$ cat src/rtl/versioned_snapshot_table_macros.svh
// assertion macros for the versioned snapshot table
`ifndef VERSIONED_SNAPSHOT_TABLE_MACROS_SVH
`define VERSIONED_SNAPSHOT_TABLE_MACROS_SVH

// same-cycle implication
`define VST_ASSERT_NOW(label, ante, cons) \
	label: assert property (@(posedge clk) disable iff (!arst_n) (ante) |-> (cons)) \
	else $error("versioned_snapshot_table: check failed");

// next-cycle implication
`define VST_ASSERT_NEXT(label, ante, cons) \
	label: assert property (@(posedge clk) disable iff (!arst_n) (ante) |=> (cons)) \
	else $error("versioned_snapshot_table: check failed");

`endif

$ cat src/rtl/vst_pkg.sv
`timescale 1ns / 1ps
package vst_pkg;

	localparam int FUNC_W    = 2;
	localparam int INDEX_W   = 6;
	localparam int VALUE_W   = 32;
	localparam int SNAP_ID_W = 16;
	localparam int DATA_W    = 32;
	localparam int STATUS_W  = 2;
	localparam int CFG_W     = 7;

	localparam int S_TDATA_W = 56;
	localparam int M_TDATA_W = 32;

	localparam logic [CFG_W-1:0] CFG_RESET = 7'd64;

	localparam int NUM_ENTRIES_DEF  = 64;
	localparam int MAX_VERSIONS_DEF = 16;
	localparam int SNAP_BITS_DEF    = 16;

	localparam logic [FUNC_W-1:0] FUNC_SET  = 2'd0;
	localparam logic [FUNC_W-1:0] FUNC_SNAP = 2'd1;
	localparam logic [FUNC_W-1:0] FUNC_GET  = 2'd2;

	localparam logic [STATUS_W-1:0] STS_OK        = 2'd0;
	localparam logic [STATUS_W-1:0] STS_BAD_INDEX = 2'd1;
	localparam logic [STATUS_W-1:0] STS_FULL      = 2'd2;
	localparam logic [STATUS_W-1:0] STS_SAT       = 2'd3;

	typedef enum logic [3:0] {
		CS_CLEAR,
		CS_IDLE,
		CS_DECODE,
		CS_CNT_LOAD,
		CS_SET_WAIT,
		CS_SET_COMMIT,
		CS_SRCH_ADDR,
		CS_SRCH_CMP,
		CS_GET_TAKE,
		CS_DONE
	} ctrl_state_t;

	typedef enum logic [1:0] {
		VSEL_LAST,
		VSEL_MID,
		VSEL_PREV
	} ver_sel_t;

	typedef struct packed {
		logic     load;
		logic     clr_en;
		logic     cnt_latch;
		ver_sel_t ver_sel;
		logic     srch_step;
		logic     set_commit;
		logic     get_take;
		logic     finish;
	} cmd_t;

	typedef struct packed {
		logic is_set;
		logic is_get;
		logic idx_bad;
		logic srch_done;
		logic lo_zero;
		logic out_free;
		logic clr_last;
	} sts_t;

endpackage

$ cat src/rtl/vst_ctrl.sv
`timescale 1ns / 1ps
module vst_ctrl (
	input  logic          clk,
	input  logic          arst_n,
	input  logic          s_tvalid,
	output logic          s_tready,
	input  vst_pkg::sts_t sts,
	output vst_pkg::cmd_t cmd
);

	vst_pkg::ctrl_state_t state_q;
	vst_pkg::ctrl_state_t state_d;

	always_ff @(posedge clk or negedge arst_n) begin
		if (!arst_n) begin
			state_q <= vst_pkg::CS_CLEAR;
		end else begin
			state_q <= state_d;
		end
	end

	always_comb begin
		state_d = state_q;
		case (state_q)
			vst_pkg::CS_CLEAR: begin
				if (sts.clr_last) begin
					state_d = vst_pkg::CS_IDLE;
				end
			end
			vst_pkg::CS_IDLE: begin
				if (s_tvalid) begin
					state_d = vst_pkg::CS_DECODE;
				end
			end
			vst_pkg::CS_DECODE: begin
				if ((sts.is_set || sts.is_get) && !sts.idx_bad) begin
					state_d = vst_pkg::CS_CNT_LOAD;
				end else begin
					state_d = vst_pkg::CS_DONE;
				end
			end
			vst_pkg::CS_CNT_LOAD: begin
				if (sts.is_set) begin
					state_d = vst_pkg::CS_SET_WAIT;
				end else begin
					state_d = vst_pkg::CS_SRCH_ADDR;
				end
			end
			vst_pkg::CS_SET_WAIT:   state_d = vst_pkg::CS_SET_COMMIT;
			vst_pkg::CS_SET_COMMIT: state_d = vst_pkg::CS_DONE;
			vst_pkg::CS_SRCH_ADDR: begin
				if (!sts.srch_done) begin
					state_d = vst_pkg::CS_SRCH_CMP;
				end else if (sts.lo_zero) begin
					state_d = vst_pkg::CS_DONE;
				end else begin
					state_d = vst_pkg::CS_GET_TAKE;
				end
			end
			vst_pkg::CS_SRCH_CMP:   state_d = vst_pkg::CS_SRCH_ADDR;
			vst_pkg::CS_GET_TAKE:   state_d = vst_pkg::CS_DONE;
			vst_pkg::CS_DONE: begin
				if (sts.out_free) begin
					state_d = vst_pkg::CS_IDLE;
				end
			end
			default: state_d = vst_pkg::CS_CLEAR;
		endcase
	end

	always_comb begin
		s_tready = 1'b0;
		cmd = '0;
		cmd.ver_sel = vst_pkg::VSEL_LAST;
		case (state_q)
			vst_pkg::CS_CLEAR:    cmd.clr_en = 1'b1;
			vst_pkg::CS_IDLE: begin
				s_tready = 1'b1;
				cmd.load = s_tvalid;
			end
			vst_pkg::CS_CNT_LOAD: cmd.cnt_latch = 1'b1;
			vst_pkg::CS_SET_WAIT: cmd.ver_sel = vst_pkg::VSEL_LAST;
			vst_pkg::CS_SET_COMMIT: cmd.set_commit = 1'b1;
			vst_pkg::CS_SRCH_ADDR: begin
				if (sts.srch_done) begin
					cmd.ver_sel = vst_pkg::VSEL_PREV;
				end else begin
					cmd.ver_sel = vst_pkg::VSEL_MID;
				end
			end
			vst_pkg::CS_SRCH_CMP: cmd.srch_step = 1'b1;
			vst_pkg::CS_GET_TAKE: cmd.get_take = 1'b1;
			vst_pkg::CS_DONE:     cmd.finish = sts.out_free;
			default: begin
				s_tready = 1'b0;
			end
		endcase
	end

endmodule

$ cat config.mk
export PLATFORM = sky130hd
export DESIGN_NAME = vst_ctrl
export DESIGN_NICKNAME = d
export VERILOG_FILES = /design/src/rtl/versioned_snapshot_table_macros.svh /design/src/rtl/vst_pkg.sv /design/src/rtl/vst_ctrl.sv
export SDC_FILE = /design/constraint.sdc
export NUM_CORES = 1
export LEC_CHECK = 0
export ABC_AREA = 1
export BUFFER_PORTS_ARGS = -buffer_cell sky130_fd_sc_hd__buf_4
export CAP_MARGIN = 10
export CORE_AREA = 2 2 39 41
export DETAILED_ROUTE_END_ITERATION = 10
export DIE_AREA = 0 0 41 43
export SYNTH_ARGS = -nofsm -noshare
export SYNTH_HDL_FRONTEND = slang
export SYNTH_SLANG_ARGS = --single-unit
$ cat constraint.sdc
create_clock -name clk -period 1.9 [get_ports clk]
set_input_delay 0.38 -clock clk [delete_from_list [all_inputs] [get_ports clk]]
set_output_delay 0.38 -clock clk [all_outputs]
set_load 0.03 [all_outputs]
# Yosys cells after proc, flatten, opt, wreduce, memory -nomap -nowiden
# Cells that the tools add are included.
[op_classes]
n_shift = 0
addsub = 0
n_eq_ne = 12
n_bitwise = 0
mul = 0
n_reduce_logical = 6
muxes = 18
div_mod_pow = 0
magnitude_cmp = 0
[ops]
columns = ["operator", "count"]
rows = [
  ["$pmux W4 S9", 1],
  ["$mux W4", 5],
  ["$eq A4 B3 Y1 const B", 4],
  ["$mux W1", 9],
  ["$eq A4 B2 Y1 const B", 2],
  ["$eq A4 B4 Y1 const B", 2],
  ["$mux W2", 3],
  ["$ne A2 B2 Y1 const B", 3],
  ["$eq A4 B1 Y1 const B", 1],
  ["$logic_not A4 Y1", 1],
  ["$reduce_and A3 Y1", 1],
  ["$reduce_or A2 Y1", 1],
  ["$logic_and A1 B1 Y1", 1],
  ["$logic_not A1 Y1", 1],
  ["$logic_or A1 B1 Y1", 1],
]
[word_totals]
memories = 0
input_bits = 10
register_bits = 4
out_inout_bits = 10
rom_bits = 0
ramBits = 0
latch_bits = 0
word_cells = 37

# Depth between registers and ports, before layout
# Gate-level depths: netlist (run 1).
[depth]
ltp_word = 4
ltp_mapped = 9

# Worst setup path before layout (run 1)
# No wires, ideal clock.
[synth_path]
kind = "register to output"
start = "reg state_q[2]"
end = "out cmd[8] in the netlist's numbering"
arrival_time_ps = 1331
stages_incl_launch_ff = 4
t_required_ps = 1520
slack_ps = 189
path_cell_list = "dfrtp_1 nor2_4 inv_2 nor3_1"
[synth_lines]
columns = ["element", "line_no", "text"]
rows = [
  ["start, declared", "vst_ctrl.sv:11", "vst_pkg::ctrl_state_t state_q;"],
  ["start signal, assigned", "vst_ctrl.sv:16", "state_q <= vst_pkg::CS_CLEAR;"],
  ["start signal, assigned", "vst_ctrl.sv:18", "state_q <= state_d;"],
  ["end, declared", "vst_ctrl.sv:8", "output vst_pkg::cmd_t cmd"],
]

==> impl_metrics.toml, run 1 <==
[sta]
finalSetupViolations = 0
setup-tns-final_ns = 0
slew_violations = 0
rsz0062_at_grt = "no"
clock_skew_ns = 0.001687
worstMarginPinSlew_ns = 0.2186
slew_headroom = 0.8537
post-route-period-util = 0.8788
hold_viol = 0
finalCriticalPeriod_ns = 1.670
fmax_mhz = 598.9

[finish]
multiInputGateArea_sq_um = 245.2
final_common_cell = "buf_4"
drive_gt1_frac = 0.4157
top_register = "state_q"
largest_registers = "state_q (4)"
antenna_cells = 0
seq_area_sq_um = 100.1
fin_cells = 105
n_fill_cell = 161
largest_reg_flops = 4
areaGrowthSynthToFinish_pct = 48.15
nets = 101
layout_common_cells = "buf_4 (19), nand2_1 (13), inv_1 (11), nor2_1 (11), inv_2 (5)"

[floorplan]
num_rows = 14
die_h_um = 43
core_sq_mm = 0.001384
io_pins = 20
die_width_um = 41
initial_core_util = 0.2929
dieArea_sq_mm = 0.001763

[clock_tree]
clockBufferDepth = 2
htree_num_levels = 1
cts_buffers = 3
clk_pin_slew_worst_paths_ns = 0.03
cts_tree = "yes"
root_buffer = "clkbuf_4"
cts_setup_buffers = 0
insertion_delay_ns = 0.23
cts_sinks = 4

[logic_synthesis]
synth_top_area_share = 0.2469
syn_nets = 76
yosysUniqueCellTypes = 18
synth_top_family_by_area = "simple AND/OR/NAND/NOR gates"
synth_xor_area_frac = 0
syn_inst = 66
synth_area_sq_um = 405.4
yosys.area_share.simple = 0.5432
muxShareOfSynthArea = 0
synthTopCellsByArea = "dfrtp_1 (25%), nand2_1 (12%), inv_1 (10%), nor2_1 (10%), nor2_4 (8.3%)"
avgSynthCellArea_sq_um = 6.142
synth-compound-area-share = 0.06173
yosysTopAreaCell = "dfrtp_1"
ys_ff_latch = 4
synth-seq-area-share = 0.2469
synthAdderAreaFrac = 0
yosys_warnings = 0

[grt]
use_met1 = 0.1824
grt_max_degree = 6
grtUsageTotal = 0.1361
met2_usage = 0.1906
grt.busiest_layer = "met2"
grt_first_pass_wirelength_um = 1642
grt_pass1_vias = 426
grtUsageMet3 = 0.04712
overflow = 0
antenna_found_initial = 0

[power_and_ir_drop]
vdd_drop_max_v = 0.0006755
power.leakage_nw = 0.3534
power_density_mw_per_mm2 = 1508

[setup_path]
cp_max_fo = 5
crit_type = "reg -> out"
worstPathRequired_ns = 1.52
worst-endpoint-arrival_ns = 1.29
cp-end-kind = "output port"
crit_path_start_kind = "flop"

[routing]
firstDrtPassIters = 2
wl_per_cell_um = 8.943
final_antenna_net_count = 0
drt-initial-drc-count = 1
num_vias = 457
via_per_inst = 4.352
drcViolationCount = 0
finalWirelength_um = 939

[worst_hold_path]
worstHoldPathType = "in -> reg"

[placed_design]
place_congestion = 0.7509
io_buffers = 19
dpl.hpwl_um = 808.8
dp_cells = 101

[job]
maxCapViolations = 0

[outcome]
outcome = "complete, no violations"
## path summary, 6_finish.rpt
check,startpoint,end,slack [ns],cells past startpoint
worst min register to register,state_q[0],state_q[2],0.63,2
worst min-delay path,sts[3],state_q[3],0.46,3
min in group asynchronous,arst_n,state_q[2],0.48,2
max in group asynchronous,arst_n,state_q[0],1.32,2
worst max register to register,state_q[2],state_q[3],0.76,5
worst max-delay path,state_q[0],cmd[5],0.23,6
## power by group
group          leakage [nW]  total [mW]  switching [mW]  internal (mW)
Sequential           0.0514       0.176          0.0513          0.125
Combinational         0.288       0.631           0.411          0.220
Clock                0.0138      0.0988          0.0286         0.0702
Total                 0.353       0.906           0.491          0.414
## through the flow
step           utilization  hold slack [ns]  cell area, sq um  power, mW  setup WS [ns]
3_5_place_dp        0.4105           0.1780             568.0     0.8097         0.4741
6_report            0.4340           0.4583             600.6     0.9056         0.2302
5_1_grt             0.4340           0.4738             600.6      1.001         0.1022
2_1_floorplan            -          0.08441             405.4     0.6375         0.1891
4_1_cts             0.4340           0.4432             600.6     0.9153         0.2254
3_3_place_gp        0.4105           0.1776             568.0     0.8130         0.4571
## logic make-up (layout without fill, tap and decap cells)
family	after synthesis	count (layout)
simple gates	42	42
buf+inv	16	39
compound gates	4	4
flops	4	4
## cell usage after synthesis
library cell and instances:
nor2_1 11, nand2_2 2, nor2_2 2, nor3_1 3, nand2_1 13, nand3_1 3
o211ai_1 2, inv_1 11, nand2_4 1, nand3b_1 1, nor3_2 1, inv_2 5
a21oi_1 1, nor2_4 3, dfrtp_1 4, or2_2 1, o21ai_0 1, nand4_1 1
## per-layer routing
metal | vias up | wire length [um]
li1 | 244 | -
met1 | 203 | 405
met2 | 10 | 483
met3 | 0 | 50
met4 | 0 | 0
met5 | - | 0
## area by class of cell
type | count | area share
Multi-Input combinational cell | 46 | 0.4083
Timing Repair Buffer | 20 | 0.2542
Sequential cell | 4 | 0.1667
Inverter | 16 | 0.1000
Clock buffer | 3 | 0.03750
Tap cell | 16 | 0.03333
## worst max-delay path, cell delays in order (launching register included)
cell	delay, ns
dfrtp_1	0.40
inv_2	0.12
nand2_1	0.10
nor2_1	0.15
nand2_1	0.09
inv_1	0.06
buf_4	0.15
## what timing repair did
item / in CTS / in global routing
endpoints found under the setup margin: 0 / 0
hold endpoints to repair: 4 / 0
hold buffers: 1 / 0
resized for setup: 0 / 0
Note: power is estimated with default switching activity, not from simulation.
==> run 2, diff against run 1 <==
--- a/config.mk
+++ b/config.mk
@@ -5,7 +5,6 @@
 export SDC_FILE = /design/constraint.sdc
 export NUM_CORES = 1
 export LEC_CHECK = 0
-export ABC_AREA = 1
 export BUFFER_PORTS_ARGS = -buffer_cell sky130_fd_sc_hd__buf_4
 export CAP_MARGIN = 10
 export CORE_AREA = 2 2 39 41
==> impl_metrics.toml, run 2 <==
[outcome]
outcome = "complete, no violations"

[logic_synthesis]
synthTopCellsByArea = "dfrtp_1 (25%), nor2_1 (6.6%), and3_1 (6.3%), and3_2 (5.7%), mux2i_1 (5.1%)"
ys_ff_latch = 4
yosysTopAreaCell = "dfrtp_1"
synth_top_family_by_area = "simple AND/OR/NAND/NOR gates"
synth_xor_area_frac = 0
synthFlopType = "dfrtp_1"
avgSynthCellArea_sq_um = 7.460
synth-compound-area-share = 0.1867
syn_nets = 63
synth_area_sq_um = 395.4
yosys.area_share.simple = 0.4209
synth_top_area_share = 0.2532
muxShareOfSynthArea = 0.05063
yosysUniqueCellTypes = 25
syn_inst = 53
yosysMostFrequentCell = "nor2_1"
synth-seq-area-share = 0.2532
synth_edf_count = 0
async_flop_share = 1.000
yosys_warnings = 0
synthAdderAreaFrac = 0
synthTopCellsByCount = "nor2_1 (7), nand2_1 (5), and3_1 (4), dfrtp_1 (4), nor3_1 (4)"

[power_and_ir_drop]
p_int_uw = 469.3
comb_power_share = 0.660
p_clk_frac = 0.110
vdd_drop_max_v = 0.0007634
p_sw_uw = 462.9
seq_power_share = 0.230
power_density_mw_per_mm2 = 1555
power.leakage_nw = 0.3045
switching_share = 0.4965

[finish]
nets = 87
n_fill_cell = 136
drive_gt1_frac = 0.4400
areaGrowthSynthToFinish_pct = 51.58
final_common_cell = "buf_4"
fin_cells = 91
layout_common_cells = "buf_4 (22), nor2_1 (7), nand2_1 (5)"
top_register = "state_q"
largest_registers = "state_q (4)"
antenna_cells = 0
largest_reg_flops = 4
fin_area_sq_um = 599.3

[sta]
slew_headroom = 0.7252
fmax_mhz = 561.4
setup-tns-final_ns = 0
slew_violations = 0
clock_skew_ns = 0.0002895
finalSetupViolations = 0
post-route-period-util = 0.9375
finalCriticalPeriod_ns = 1.781
worstMarginPinSlew_ns = 0.4122
rsz0062_at_grt = "no"
hold_viol = 0

[floorplan]
die_h_um = 43
core_sq_mm = 0.001384
initial_core_util = 0.2857
num_rows = 14
dieArea_sq_mm = 0.001763
die_width_um = 41
io_pins = 20

[routing]
finalWirelength_um = 1107
met3_length_um = 52
drcViolationCount = 0
route.met2.wl_um = 573
wl_per_cell_um = 12.16
final_antenna_net_count = 0
firstDrtPassIters = 4
via_per_inst = 4.923
num_vias = 448
drt-initial-drc-count = 15
top_layer_used = "met3"
wl_met1_um = 481

[grt]
antenna_found_initial = 0
grt_max_degree = 13
grtUsageTotal = 0.1552
grt_first_pass_wirelength_um = 1883
overflow = 0
grt_pass1_vias = 451

[clock_tree]
clk_pin_slew_worst_paths_ns = 0.04
clockBufferDepth = 2
cts_tree = "yes"
insertion_delay_ns = 0.23
root_buffer = "clkbuf_4"
htree_num_levels = 1
cts_buffers = 3
cts_sinks = 4

[setup_path]
cp-startpoint = "state_q[3]"
cp-end-kind = "output port"
cp_max_fo = 12
worst-endpoint-arrival_ns = 1.40
worstPathRequired_ns = 1.52
crit_type = "reg -> out"
timing.rr.start = "state_q[3]"
crit_path_start_kind = "flop"

[placed_design]
dp_cells = 87
dpl.hpwl_um = 848.9
place_congestion = 0.8182
io_buffers = 19
placed_area_sq_um = 564.3

[job]
maxCapViolations = 0

[worst_hold_path]
worstHoldPathType = "in -> async"
[run 2: changes by cell type after synthesis, moves of 4 or more]
cell,change
inv_1,-9
inv_2,-5
nand2_1,-8
nor2_1,-4
and3_1,+4
[run 2: final timing paths]
| check | end | slack [ns] | cells after the start |
|---|---|---|---|
| max | cmd[5] | 0.12 | 3 |
| min | state_q[0] | 0.47 | 2 |
| max reg2reg | state_q[3] | 0.50 | 4 |
| min reg2reg | state_q[0] | 0.74 | 2 |
| max in group asynchronous | state_q[3] | 1.33 | 2 |
| min in group clk | state_q[2] | 0.54 | 4 |
[run 2: logic make-up after synthesis]
group           count (synthesis)
compound gates                 10
buf+inv                         6
flops                           4
mux                             2
simple gates                   31
[run 2: power groups by stage]
stage               combinational [mW]  clock, mW  sequential (mW)
floorplan                        0.499          0            0.152
global placement                 0.613          0            0.209
detailed placement               0.613          0            0.211
CTS                              0.615      0.111            0.211
global route                     0.677      0.117            0.228
finish                           0.615      0.103            0.214
[run 2: metal layers]
layer,track usage,up-vias
met4,0.02000,0
met1,0.1987,208
met2,0.2438,8
met5,0,-
li1,-,232
met3,0.06283,0
[run 2: final cells by class]
cell class | instances | area, sq um | area share
Multi-Input combinational cell | 43 | 274.0 | 0.4572
Timing Repair Buffer | 23 | 175.2 | 0.2923
Clock buffer | 3 | 22.52 | 0.03758
Sequential cell | 4 | 100.1 | 0.1670
Inverter | 2 | 7.507 | 0.01253
Tap cell | 16 | 20.02 | 0.03340
[run 2: worst max-delay path, stage by stage, from the launching register on]
cell and delay (ns):
dfrtp_1 0.51, nor2b_2 0.28, and3_1 0.21, buf_4 0.16
[run 2: timing repair]
item                                    4_1_cts  5_1_grt
resized for setup                             0        1
hold buffers                                  1        0
endpoints found under the setup margin        0        4
endpoints found under the hold margin         4        0
buffers inserted                              0        0
[run 2: stage by stage]
step / total power [mW] / util / worst slack (ns) / hold WS [ns]
after detailed placement: 0.8241 / 0.4078 / 0.2965 / 0.1767
after CTS: 0.9370 / 0.4313 / 0.03740 / 0.4646
final: 0.9322 / 0.4331 / 0.1188 / 0.4716
after global placement: 0.8217 / 0.4078 / 0.3299 / 0.1776
after floorplan: 0.6504 / - / 0.1341 / 0.08441
after global routing: 1.022 / 0.4331 / 0.01676 / 0.4697
==> run 3, diff against run 2 <==
==> constraint.sdc (replaced) <==
create_clock -name clk -period 1.6 [get_ports clk]
set_input_delay 0.32 -clock clk [delete_from_list [all_inputs] [get_ports clk]]
set_output_delay 0.32 -clock clk [all_outputs]
set_load 0.03 [all_outputs]
==> impl_metrics.toml, run 3 (synthesis results as in run 2) <==
[sta]
fmax_mhz = 620.5
finalCriticalPeriod_ns = 1.612
hold_viol = 0
slew_headroom = 0.8509
finalSetupViolations = 1
post-route-period-util = 1.007
slew_violations = 0
worst_slack_ns = -0.01171
worstMarginPinSlew_ns = 0.2221
rsz0062_at_grt = "yes"
clock_skew_ns = 0.004155
holdWs_ns = 0.4270

[grt]
overflow = 0
antenna_found_initial = 0
grtUsageTotal = 0.1522
grt_max_degree = 11
grt_first_pass_wirelength_um = 1863
grt_pass1_vias = 459

[routing]
drt-initial-drc-count = 6
drcViolationCount = 0
wl_per_cell_um = 12.59
finalWirelength_um = 1272
via_per_inst = 5.267
final_antenna_net_count = 0
firstDrtPassIters = 4
num_vias = 532

[setup_path]
crit_type = "reg -> out"
worstPathRequired_ns = 1.28
path_cells = "buf_4 > nor2b_2 > and3_1 > buf_4"
cp_max_fo = 5
cpMostUsedCell = "buf_4"
max_stage_delay_ns = 0.40
slowest_stage = "dfrtp_2"
cp_top_family = "flip-flops"
reg2reg_slack_ns = 0.22
cp_num_buf_inv = 2
timing.rr.start = "state_q[0]"
crit_path_start_kind = "flop"
worst-endpoint-arrival_ns = 1.29
cp-end-kind = "output port"
rr_endpoint = "state_q[0]"
reg2reg_depth = 5

[floorplan]
core_sq_mm = 0.001384
die_width_um = 41
num_rows = 14
dieArea_sq_mm = 0.001763
die_h_um = 43
initial_core_util = 0.2857
io_pins = 20

[clock_tree]
htree_num_levels = 1
clk_pin_slew_worst_paths_ns = 0.04
clockBufferDepth = 2
cts_tree = "yes"
root_buffer = "clkbuf_4"
cts_sinks = 4
cts_buffers = 3
insertion_delay_ns = 0.23

[power_and_ir_drop]
power.leakage_nw = 0.3618
power_density_mw_per_mm2 = 1938
vdd_drop_max_v = 0.001055

[finish]
largest_reg_flops = 4
nets = 97
antenna_cells = 0
fin_cells = 101
top_register = "state_q"
fin_area_sq_um = 744.5
layout_common_cells = "buf_4 (23), buf_6 (7), nor2_1 (6)"
largest_registers = "state_q (4)"
final_common_cell = "buf_4"
areaGrowthSynthToFinish_pct = 88.29
final_util = 0.5380
n_fill_cell = 130
drive_gt1_frac = 0.6353

[outcome]
violations = "setup timing"
outcome = "finished, violations left"

[placed_design]
placed_area_sq_um = 584.3
io_buffers = 19
place_congestion = 0.7770
dpl.hpwl_um = 868.4
dp_cells = 89

[job]
maxCapViolations = 0

[worst_hold_path]
worstHoldPathType = "in -> async"
[run 3: worst max-delay path by stage]
stage	from	slack, ns	to	cells after the start
6_report	state_q[0]	-0.01	cmd[5]	4
5_1_grt	state_q[0]	-0.06	cmd[5]	4
4_1_cts	state_q[0]	0.00007	cmd[0]	4
3_5_place_dp	state_q[3]	0.10	cmd[5]	3
3_3_place_gp	state_q[0]	0.11	cmd[0]	4
2_1_floorplan	state_q[2]	-0.11	cmd[8]	3
[run 3: per-layer routing]
layer / wire length, um / share of wire / vias up / GRT usage
li1: - / - / 254 / -
met1: 482 / 0.38 / 251 / 0.1824
met2: 687 / 0.54 / 27 / 0.2500
met3: 102 / 0.080 / 0 / 0.04712
met4: 0 / 0 / 0 / 0.04000
met5: 0 / 0 / - / 0
[run 3: per-stage QoR]
step                power [mW]   TNS, ns  worst slack [ns]
floorplan               0.7788   -0.1059           -0.1059
global placement         1.015         0            0.1061
detailed placement       1.017         0            0.1045
CTS                      1.332         0        0.00006861
global route             1.541   -0.2927          -0.06486
finish                   1.443  -0.01171          -0.01171
[run 3: area by class of cell]
cell class / instances / area, sq um / area share
Multi-Input combinational cell: 43 / 319.1 / 0.4286
Sequential cell: 4 / 105.1 / 0.1412
Inverter: 2 / 7.507 / 0.01008
Clock buffer: 3 / 22.52 / 0.03025
Tap cell: 16 / 20.02 / 0.02689
Timing Repair Buffer: 33 / 270.3 / 0.3630
[run 3: report_power, final]
| group | internal, mW | switching, mW | total, mW |
|---|---|---|---|
| Sequential | 0.156 | 0.0656 | 0.222 |
| Clock | 0.0836 | 0.0378 | 0.121 |
| Combinational | 0.540 | 0.560 | 1.10 |
| Total | 0.780 | 0.663 | 1.44 |
[run 3: what timing repair did]
action | CTS | global route
setup buffers | 5 | 3
hold buffers | 1 | 0
resized for setup | 13 | 9
endpoints found under the setup margin | 10 | 9
pin swaps | 2 | 3
hold endpoints to repair | 4 | 0
